<file path="src/rtl/assert_macros.svh">
// Assertion macros used by the parser top level.
`ifndef ASSERT_MACROS_SVH
`define ASSERT_MACROS_SVH

// Same-cycle implication, checked out of reset.
`define ASSERT_IMPLIES(label, clk, rst_n, ante, cons) \
    label: assert property (@(posedge clk) disable iff (!(rst_n)) (ante) |-> (cons)) \
        else $error("assertion failed: same-cycle implication");

// Next-cycle implication, checked out of reset.
`define ASSERT_NEXT(label, clk, rst_n, ante, cons) \
    label: assert property (@(posedge clk) disable iff (!(rst_n)) (ante) |=> (cons)) \
        else $error("assertion failed: next-cycle implication");

`endif

</file>
<file path="src/rtl/tclp_pkg.sv">
// Package: phase codes, command codes, character constants and keyword table of the parser.
package tclp_pkg;

    localparam int CHAR_W   = 8;
    localparam int PHASE_W  = 4;
    localparam int CMD_W    = 4;
    localparam int ENERGY_W = 64;
    localparam int NUM_KW   = 5;
    localparam int KW_LEN_W = 3;
    localparam int KW_BYTES = 7;

    // Parser phases
    localparam logic [PHASE_W-1:0] PH_LINE_START = 4'd0;
    localparam logic [PHASE_W-1:0] PH_KEYWORD    = 4'd1;
    localparam logic [PHASE_W-1:0] PH_ARG_ONE    = 4'd2;
    localparam logic [PHASE_W-1:0] PH_EQ_ARG1    = 4'd3;
    localparam logic [PHASE_W-1:0] PH_EQ_ARG2    = 4'd4;
    localparam logic [PHASE_W-1:0] PH_EN_ARG1    = 4'd5;
    localparam logic [PHASE_W-1:0] PH_EN_FIRST   = 4'd6;
    localparam logic [PHASE_W-1:0] PH_EN_NUM     = 4'd7;
    localparam logic [PHASE_W-1:0] PH_SKIP       = 4'd8;

    // Command codes
    localparam logic [CMD_W-1:0] CT_IGNORE     = 4'd0;
    localparam logic [CMD_W-1:0] CT_IGNORE_EOF = 4'd1;
    localparam logic [CMD_W-1:0] CT_EOF        = 4'd2;
    localparam logic [CMD_W-1:0] CT_ERROR      = 4'd3;
    localparam logic [CMD_W-1:0] CT_DECLARE    = 4'd4;
    localparam logic [CMD_W-1:0] CT_REMOVE     = 4'd5;
    localparam logic [CMD_W-1:0] CT_VALID      = 4'd6;
    localparam logic [CMD_W-1:0] CT_EQUAL      = 4'd7;
    localparam logic [CMD_W-1:0] CT_GET_ENERGY = 4'd8;
    localparam logic [CMD_W-1:0] CT_SET_ENERGY = 4'd9;

    // Keyword slots
    localparam int KW_DECLARE = 0;
    localparam int KW_REMOVE  = 1;
    localparam int KW_VALID   = 2;
    localparam int KW_EQUAL   = 3;
    localparam int KW_ENERGY  = 4;

    // Characters
    localparam logic [CHAR_W-1:0] CH_NL    = 8'h0A;
    localparam logic [CHAR_W-1:0] CH_SP    = 8'h20;
    localparam logic [CHAR_W-1:0] CH_HASH  = 8'h23;
    localparam logic [CHAR_W-1:0] CH_ZERO  = 8'h30;
    localparam logic [CHAR_W-1:0] CH_ONE   = 8'h31;
    localparam logic [CHAR_W-1:0] CH_THREE = 8'h33;
    localparam logic [CHAR_W-1:0] CH_NINE  = 8'h39;
    localparam logic [CHAR_W-1:0] CH_UP_A  = 8'h41;
    localparam logic [CHAR_W-1:0] CH_UP_Z  = 8'h5A;
    localparam logic [CHAR_W-1:0] CH_LO_A  = 8'h61;
    localparam logic [CHAR_W-1:0] CH_LO_Z  = 8'h7A;

    localparam logic [KW_LEN_W-1:0] MAX_KEYWORD = 3'd7;
    localparam logic [NUM_KW-1:0]   KW_ALL      = 5'h1F;

    // Keyword text, left-aligned, first character in the top byte; slot 0 last.
    localparam logic [NUM_KW-1:0][KW_BYTES*CHAR_W-1:0] KW_TEXT = {
        {"ENERGY", 8'h00},
        {"EQUAL",  16'h0000},
        {"VALID",  16'h0000},
        {"REMOVE", 8'h00},
        "DECLARE"
    };

    localparam logic [NUM_KW-1:0][KW_LEN_W-1:0] KW_LEN = {3'd6, 3'd5, 3'd5, 3'd6, 3'd7};

    typedef struct packed {
        logic                kind;
        logic [CMD_W-1:0]    cmd_type;
        logic [1:0]          arg_index;
        logic [1:0]          digit;
        logic [ENERGY_W-1:0] energy;
    } t_result;

    function automatic logic [CHAR_W-1:0] kw_char(input int k, input logic [KW_LEN_W-1:0] idx);
        logic [KW_BYTES*CHAR_W-1:0] text;
        logic [CHAR_W-1:0]          ch;
        text = KW_TEXT[k];
        ch   = '0;
        for (int b = 0; b < KW_BYTES; b++) begin
            if (idx == KW_LEN_W'(b)) begin
                ch = text[(KW_BYTES-1-b)*CHAR_W +: CHAR_W];
            end
        end
        return ch;
    endfunction

endpackage

</file>
<file path="src/rtl/text_command_line_parser_top.sv">
// Top level of the line command parser: input register, parse step, result register.
`include "assert_macros.svh"

// Line command parser. One request carries one character byte in i_s_tdata, or, with
// i_s_tuser[0] high, the end-of-input mark. A line is DECLARE, REMOVE, VALID, EQUAL or
// ENERGY, a space, then arguments made of digits 0-3; ENERGY may add a decimal number
// (1 .. 2^64-1, no leading zero). Every argument digit gives a digit result (tuser = 0)
// as it arrives; every newline or end-of-input gives one command result (tuser = 1):
// the command kind, ignore for blank and '#' lines, error, or end of file. A number
// above 2^64-1 gives error. Throughput is one request per clock: the parse step for
// a character is a small phase update plus one 68-bit shift-add (times ten plus digit)
// with its overflow test, all between the input register and the result register.
// An accepted request sits in the input register; any result of it goes into the result
// register when it is empty or read. The result register lets the next character enter
// while a result waits; backpressure on the output stalls the input side only once
// both registers are full.
module text_command_line_parser_top (
    input  logic                        i_clk,
    input  logic                        i_rst_n,
    // input stream
    input  logic                        i_s_tvalid,
    output logic                        o_s_tready,
    input  logic [tclp_pkg::CHAR_W-1:0] i_s_tdata,   // [7:0] char_code
    input  logic [0:0]                  i_s_tuser,   // [0] end_of_input
    // result stream
    output logic                        o_m_tvalid,
    input  logic                        i_m_tready,
    output logic [71:0]                 o_m_tdata,   // [3:0] command_type, [5:4] arg_index,
                                                     // [7:6] digit, [71:8] energy
    output logic [0:0]                  o_m_tuser    // [0] kind
);
    import tclp_pkg::*;

    // ---------------- input register ----------------
    logic              r_in_valid;
    logic [CHAR_W-1:0] r_in_char;
    logic              r_in_eoi;

    // ---------------- parser state ----------------
    logic [PHASE_W-1:0]  r_phase,     n_phase;
    logic [NUM_KW-1:0]   r_match,     n_match;
    logic [KW_LEN_W-1:0] r_kw_len,    n_kw_len;
    logic                r_nonempty,  n_nonempty;
    logic [ENERGY_W-1:0] r_acc,       n_acc;
    logic                r_skip_kind, n_skip_kind;

    // ---------------- result register ----------------
    logic    r_out_valid;
    t_result r_out;

    // handshake
    logic w_adv, w_fire, w_in_accept;

    assign w_adv       = !r_out_valid || i_m_tready;
    assign w_fire      = r_in_valid && w_adv;
    assign o_s_tready  = !r_in_valid || w_fire;
    assign w_in_accept = i_s_tvalid && o_s_tready;

    // character classes
    logic [CHAR_W-1:0] c;
    logic w_is_letter, w_is_hist, w_is_dec, w_is_nz_dec;

    assign c           = r_in_char;
    assign w_is_letter = (c >= CH_UP_A && c <= CH_UP_Z) || (c >= CH_LO_A && c <= CH_LO_Z);
    assign w_is_hist   = (c >= CH_ZERO && c <= CH_THREE);
    assign w_is_dec    = (c >= CH_ZERO && c <= CH_NINE);
    assign w_is_nz_dec = (c >= CH_ONE && c <= CH_NINE);

    // keyword candidates after this letter, and the lookup at the terminating space
    logic [NUM_KW-1:0] w_match_upd;
    logic              w_kw_found;
    logic [NUM_KW-1:0] w_kw_onehot;

    always_comb begin
        w_match_upd = r_match;
        for (int k = 0; k < NUM_KW; k++) begin
            if (r_kw_len >= KW_LEN[k] || kw_char(k, r_kw_len) != c) begin
                w_match_upd[k] = 1'b0;
            end
        end
    end

    always_comb begin
        w_kw_found  = 1'b0;
        w_kw_onehot = '0;
        for (int k = 0; k < NUM_KW; k++) begin
            if (!w_kw_found && r_match[k] && KW_LEN[k] == r_kw_len) begin
                w_kw_found     = 1'b1;
                w_kw_onehot[k] = 1'b1;
            end
        end
    end

    // energy: acc * 10 + digit, with exact overflow above 2^64-1
    logic [ENERGY_W+3:0] w_acc_next;
    logic                w_acc_ovf;

    assign w_acc_next = ({4'b0, r_acc} << 3) + ({4'b0, r_acc} << 1)
                      + {{(ENERGY_W){1'b0}}, c[3:0]};
    assign w_acc_ovf  = |w_acc_next[ENERGY_W+3:ENERGY_W];

    // per-phase argument handling
    logic [CMD_W-1:0]   w_arg_done;
    logic [PHASE_W-1:0] w_arg_next;
    logic [1:0]         w_arg_idx;

    always_comb begin
        w_arg_idx = 2'd1;
        case (r_phase)
            PH_ARG_ONE: begin
                w_arg_done = r_match[KW_DECLARE] ? CT_DECLARE :
                             r_match[KW_REMOVE]  ? CT_REMOVE  : CT_VALID;
                w_arg_next = PH_SKIP;
            end
            PH_EQ_ARG1: begin
                w_arg_done = CT_ERROR;
                w_arg_next = PH_EQ_ARG2;
            end
            PH_EQ_ARG2: begin
                w_arg_done = CT_EQUAL;
                w_arg_next = PH_SKIP;
                w_arg_idx  = 2'd2;
            end
            PH_EN_ARG1: begin
                w_arg_done = CT_GET_ENERGY;
                w_arg_next = PH_EN_FIRST;
            end
            default: begin
                w_arg_done = CT_ERROR;
                w_arg_next = PH_SKIP;
            end
        endcase
    end

    // parse step
    t_result             w_res;
    logic                w_res_valid;
    logic                w_cmd_en;
    logic [CMD_W-1:0]    w_cmd_type;
    logic [ENERGY_W-1:0] w_cmd_energy;
    logic                w_skip_en;
    logic                w_skip_kind;

    always_comb begin
        n_phase      = r_phase;
        n_match      = r_match;
        n_kw_len     = r_kw_len;
        n_nonempty   = r_nonempty;
        n_acc        = r_acc;
        n_skip_kind  = r_skip_kind;
        w_res        = '0;
        w_res_valid  = 1'b0;
        w_cmd_en     = 1'b0;
        w_cmd_type   = CT_IGNORE;
        w_cmd_energy = '0;
        w_skip_en    = 1'b0;
        w_skip_kind  = 1'b1;

        if (r_in_eoi) begin
            w_cmd_en   = 1'b1;
            w_cmd_type = (r_phase == PH_SKIP && !r_skip_kind) ? CT_IGNORE_EOF : CT_EOF;
        end else begin
            case (r_phase)
                PH_LINE_START, PH_KEYWORD: begin
                    if (r_phase == PH_LINE_START && c == CH_NL) begin
                        w_cmd_en   = 1'b1;
                        w_cmd_type = CT_IGNORE;
                    end else if (r_phase == PH_LINE_START && c == CH_HASH) begin
                        w_skip_en   = 1'b1;
                        w_skip_kind = 1'b0;
                    end else if (r_phase == PH_LINE_START && !w_is_letter) begin
                        w_skip_en = 1'b1;
                    end else if (w_is_letter) begin
                        // state already holds line-start values on the first letter
                        if (r_kw_len >= MAX_KEYWORD) begin
                            w_skip_en = 1'b1;
                        end else begin
                            n_match  = w_match_upd;
                            n_kw_len = r_kw_len + 1'b1;
                            n_phase  = PH_KEYWORD;
                        end
                    end else if (c == CH_NL) begin
                        w_cmd_en   = 1'b1;
                        w_cmd_type = CT_ERROR;
                    end else if (c != CH_SP || !w_kw_found) begin
                        w_skip_en = 1'b1;
                    end else begin
                        n_match    = w_kw_onehot;
                        n_nonempty = 1'b0;
                        if (w_kw_onehot[KW_EQUAL]) begin
                            n_phase = PH_EQ_ARG1;
                        end else if (w_kw_onehot[KW_ENERGY]) begin
                            n_phase = PH_EN_ARG1;
                        end else begin
                            n_phase = PH_ARG_ONE;
                        end
                    end
                end
                PH_ARG_ONE, PH_EQ_ARG1, PH_EQ_ARG2, PH_EN_ARG1: begin
                    if (w_is_hist) begin
                        n_nonempty      = 1'b1;
                        w_res_valid     = 1'b1;
                        w_res.arg_index = w_arg_idx;
                        w_res.digit     = c[1:0];
                    end else if (c == CH_NL) begin
                        w_cmd_en   = 1'b1;
                        w_cmd_type = r_nonempty ? w_arg_done : CT_ERROR;
                    end else if (c == CH_SP && w_arg_next != PH_SKIP && r_nonempty) begin
                        n_phase    = w_arg_next;
                        n_nonempty = 1'b0;
                    end else begin
                        w_skip_en = 1'b1;
                    end
                end
                PH_EN_FIRST: begin
                    if (w_is_nz_dec) begin
                        n_acc   = {{(ENERGY_W-4){1'b0}}, c[3:0]};
                        n_phase = PH_EN_NUM;
                    end else if (c == CH_NL) begin
                        w_cmd_en   = 1'b1;
                        w_cmd_type = CT_ERROR;
                    end else begin
                        w_skip_en = 1'b1;
                    end
                end
                PH_EN_NUM: begin
                    if (w_is_dec) begin
                        if (w_acc_ovf) begin
                            w_skip_en = 1'b1;
                        end else begin
                            n_acc = w_acc_next[ENERGY_W-1:0];
                        end
                    end else if (c == CH_NL) begin
                        w_cmd_en     = 1'b1;
                        w_cmd_type   = CT_SET_ENERGY;
                        w_cmd_energy = r_acc;
                    end else begin
                        w_skip_en = 1'b1;
                    end
                end
                default: begin
                    // skipped line; stray codes fold into it
                    if (c == CH_NL) begin
                        w_cmd_en   = 1'b1;
                        w_cmd_type = r_skip_kind ? CT_ERROR : CT_IGNORE;
                    end else begin
                        n_phase = PH_SKIP;
                    end
                end
            endcase
        end

        if (w_skip_en) begin
            n_phase     = PH_SKIP;
            n_skip_kind = w_skip_kind;
        end

        // a command closes the line and restarts the parser
        if (w_cmd_en) begin
            w_res_valid    = 1'b1;
            w_res.kind     = 1'b1;
            w_res.cmd_type = w_cmd_type;
            w_res.energy   = w_cmd_energy;
            n_phase        = PH_LINE_START;
            n_match        = KW_ALL;
            n_kw_len       = '0;
            n_nonempty     = 1'b0;
            n_acc          = '0;
            n_skip_kind    = 1'b0;
        end
    end

    // input register
    always_ff @(posedge i_clk) begin
        if (!i_rst_n) begin
            r_in_valid <= 1'b0;
        end else if (w_in_accept) begin
            r_in_valid <= 1'b1;
        end else if (w_fire) begin
            r_in_valid <= 1'b0;
        end
    end

    always_ff @(posedge i_clk) begin
        if (w_in_accept) begin
            r_in_char <= i_s_tdata;
            r_in_eoi  <= i_s_tuser[0];
        end
    end

    // parser state
    always_ff @(posedge i_clk) begin
        if (!i_rst_n) begin
            r_phase     <= PH_LINE_START;
            r_match     <= KW_ALL;
            r_kw_len    <= '0;
            r_nonempty  <= 1'b0;
            r_acc       <= '0;
            r_skip_kind <= 1'b0;
        end else if (w_fire) begin
            r_phase     <= n_phase;
            r_match     <= n_match;
            r_kw_len    <= n_kw_len;
            r_nonempty  <= n_nonempty;
            r_acc       <= n_acc;
            r_skip_kind <= n_skip_kind;
        end
    end

    // result register
    always_ff @(posedge i_clk) begin
        if (!i_rst_n) begin
            r_out_valid <= 1'b0;
        end else if (w_adv) begin
            r_out_valid <= w_fire && w_res_valid;
        end
    end

    always_ff @(posedge i_clk) begin
        if (w_fire && w_res_valid) begin
            r_out <= w_res;
        end
    end

    assign o_m_tvalid   = r_out_valid;
    assign o_m_tdata    = {r_out.energy, r_out.digit, r_out.arg_index, r_out.cmd_type};
    assign o_m_tuser[0] = r_out.kind;

    // ---------------- assertions ----------------
    `ASSERT_NEXT(a_cmd_restarts_line, i_clk, i_rst_n, w_fire && w_cmd_en,
                 r_phase == PH_LINE_START && r_acc == '0 && r_match == KW_ALL)
    `ASSERT_IMPLIES(a_digit_arg_index, i_clk, i_rst_n, o_m_tvalid && !o_m_tuser[0],
                    o_m_tdata[5:4] == 2'd1 || o_m_tdata[5:4] == 2'd2)
    `ASSERT_IMPLIES(a_energy_only_set, i_clk, i_rst_n, o_m_tvalid && o_m_tdata[71:8] != '0,
                    o_m_tuser[0] && o_m_tdata[3:0] == CT_SET_ENERGY)
    `ASSERT_NEXT(a_pending_item_kept, i_clk, i_rst_n, r_in_valid && !w_fire, r_in_valid)

endmodule
</file>
<file path="config.mk">
export PLATFORM = sky130hd
export DESIGN_NAME = text_command_line_parser_top
export DESIGN_NICKNAME = d
export VERILOG_FILES = /design/src/rtl/tclp_pkg.sv /design/src/rtl/text_command_line_parser_top.sv
export VERILOG_INCLUDE_DIRS = /design/src /design/src/rtl
export SDC_FILE = /design/constraint.sdc
export NUM_CORES = 1
export LEC_CHECK = 0
export BUFFER_PORTS_ARGS = -buffer_cell sky130_fd_sc_hd__buf_2
export CAP_MARGIN = 20
export CORE_UTILIZATION = 62
export CTS_CLUSTER_SIZE = 40
export DETAILED_ROUTE_END_ITERATION = 10
export PLACE_DENSITY = 0.84
export SKIP_CTS_REPAIR_TIMING = 1
export SYNTH_ARGS = -nofsm -noshare
export SYNTH_HDL_FRONTEND = slang
export SYNTH_SLANG_ARGS = --single-unit
export TNS_END_PERCENT = 50
</file>
<file path="constraint.sdc">
create_clock -name i_clk -period 8 [get_ports i_clk]
set_clock_uncertainty 0.15 [all_clocks]
set_input_delay 0.8 -clock i_clk [delete_from_list [all_inputs] [get_ports i_clk]]
set_output_delay 0.8 -clock i_clk [all_outputs]
set_load 0.005 [all_outputs]
</file>
==> qor.txt <==
clk root buf = clkbuf_16
Worst Path Required = 8.20 ns
Rel. slew slack = 30.78%
Hold Slack = 0.3233 ns
Synth cell types = 79
total CTS buffers = 17
P_int = 0.001422 W
top cells by count, synth = nand2_1 (218), ha_1 (134), a21oi_1 (104), edfxtp_1 (82), dfxtp_1 (80)
flops & latches, synth = 162
DP HPWL = 21590 um
YS warnings = 0
die width = 143.2 um
RSZ-0062 raised after global routing = no
initial antenna violation count = 1
CP Class = register to register
cell taking the most area after synthesis = edfxtp_1
number of inserted diodes = 0
Final Hold Vio Count = 0
Boundary Pins = 88
vias in the first global route = 10030
run status = finished clean
core area = 0.01953 mm^2
largest cells by area after synthesis = edfxtp_1 (20%), ha_1 (14%), dfxtp_1 (13%)
Die Y = 143.2 um
max-slew violation count = 0
GP Congestion = 0.9303
die area = 0.02050 mm^2
HP Class = register to register
Area Growth Syn to Fin = 8.655%
element type at the critical path start = register
DRC = 0
clock sink total = 162
Rows = 51
syn nets = 1564
Comb power frac = 4.8%
EDFF count, synth = 82
drt first pass iters = 6
post-synth top area share = 19.92%
Post-Syn Instances = 1415
vias = 10760
Initial Util = 63.30%
largest net degree at the start of global routing = 86
via density per instance = 6.246
number of cells after detailed placement = 1689
Total Power = 0.001843 W
CTS tree = built
mean post-synth cell area = 8.735 um^2
clk slew on worst S/H paths = 0.07 ns
critical path capture point type = register
overall routed net length = 30400 um
DR iter-0 viols = 1079
Setup-failing EPs final = 0
non-filler cells, final = 1722
first-pass GRT wire length = 49390 um
Final Critical Period = 5.655 ns
post-synthesis sequential area ratio = 32.88%
Worst VDD drop = 159.7 uV
remaining global-route overflow = 0
I/O Buffers = 87
Total Nets Final = 1593
final worst path period share = 70.69%
Max FO, Critical Path = 43
LEAKAGE = 6.071 nW
DR WL/cell = 17.65 um
Sequential Power Share = 48.4%
Peak Freq = 0.1768 GHz
DRT antenna net count = 0
max_cap viols = 0
dpl ws = 2.423 ns
Worst Tran Pin Value = 1.036 ns
Arr. time, crit path = 5.86 ns
fillers = 1600
clk buf depth = 2
H-tree levels = 4
share of layout cells above drive strength 1 = 10.09%
later-pin clock latency in the skew report = 0.43 ns
Post-synth top flop = edfxtp_1
Switch Pwr = 0.0004204 W
TNS Setup = 0 ns
Sw Ratio = 22.82%
GRT Total Usage = 30.11%
worst setup margin = 2.345 ns
clock share of power = 46.8%
Async S/R FF share, synth = 0%
Mapped Area = 0.01236 mm^2
Pwr per Cell Area = 137.2 mW/mm^2
top-count cell post-synth = nand2_1
## cell families (layout without fill, tap and decap cells)
| logic type | count (synthesis) | after routing | share of synthesized area [%] |
|---|---|---|---|
| muxes | 71 | 71 | 5.790 |
| buffers and inverters | 116 | 158 | 4.221 |
| DFF | 162 | 162 | 32.88 |
| AOI/OAI and AO/OA | 328 | 328 | 17.22 |
| and+or+nand+nor | 528 | 528 | 20.76 |
| xor gates and xnor gates | 74 | 74 | 5.243 |
| adders and majority gates | 136 | 136 | 13.89 |
## routing by layer
metal | share of wire (%) | wire length, um | track usage (%)
met1 | 46 | 13990 | 41.20
met2 | 45 | 13820 | 48.29
met3 | 6.0 | 1837 | 4.393
met4 | 2.5 | 748 | 10.53
met5 | 0.026 | 8 | 0
## power groups by stage
stage                     sequential, W  combinational (W)  clock, W
after floorplan                0.000903          0.0000712         0
after global placement         0.000909          0.0000863         0
after detailed placement       0.000910          0.0000873         0
after CTS                      0.000891          0.0000878  0.000870
after global routing           0.000893          0.0000972  0.000894
final                          0.000892          0.0000885  0.000862
## critical path, stage by stage, from the launching register on
cell and delay, ns:
edfxtp_1 0.55, inv_1 0.16, fa_1 0.56, inv_1 0.07, fa_1 0.48, a211oi_1 0.24
o21ai_1 0.16, o211ai_1 0.30, a211oi_1 0.19, a31oi_2 0.36, o21ai_0 0.17, xor2_1 0.25
nor4_4 0.10, o21ai_4 0.76, buf_4 0.75, mux2i_1 0.29
## path summary, 6_finish.rpt
path                                 from                 endpoint  slack, ns  cells after the start
setup / recovery           c[3]$_DFFE_PP_   r_acc[14]$_SDFFE_PN0P_       2.34                     15
hold / removal    r_match[4]$_SDFFE_PN1P_  r_match[4]$_SDFFE_PN1P_       0.32                      2
setup reg to reg           c[3]$_DFFE_PP_   r_acc[14]$_SDFFE_PN0P_       2.34                     15
hold reg to reg   r_match[4]$_SDFFE_PN1P_  r_match[4]$_SDFFE_PN1P_       0.32                      2
## state kept, by name, summed over array words and instances, names as in the netlist
name,flops
r_phase,4
r_nonempty,1
o_m_tvalid,1
o_m_tdata,72
o_m_tuser,1
r_skip_kind,1
r_acc,64
r_in_valid,1
r_in_eoi,1
r_kw_len,3
c,8
r_match,5
## final cells by class
type                       count  area, um^2  area share [%]
sequential                   162        4064           30.26
multi-input combinational   1137        7805           58.11
clock buffer                  21       460.4           3.428
clock inverter                11       152.6           1.137
tap                          265       331.6           2.469
timing repair buffer          93       493.0           3.671
inverter                      33       123.9          0.9223
## per-stage QoR
step	utilization [%]	area (um^2)
after global routing	68.78	13430
after floorplan	-	12360
final	68.78	13430
after detailed placement	65.54	12800
after CTS	68.68	13410
after global placement	65.54	12800
## layout by cell type, fill, tap and decap left out, types with 8 or more instances in the layout
cell       Yosys  final
o21ai_0       62     62
a21o_1        21     21
a211oi_1      11     11
and2_1        74     74
buf_2         23     87
mux2i_1       67     67
a21oi_1      104    103
edfxtp_1      82     82
nand3_1       38     38
o31ai_1        8      8
o21bai_1      12     12
nand2b_1       8      8
nand2_1      218    218
xor2_1        20     20
nor2_1        65     64
ha_1         134    134
nor2b_1        9      9
or3_1          8      8
xnor2_1       54     54
inv_1         32     32
a31oi_1       15     15
o211ai_1      17     17
and3_1        11     11
dfxtp_1       80     80
nor3_1        31     31
nand4_1       32     32
clkbuf_16      0     17
Power figures use the tool's default switching activity.
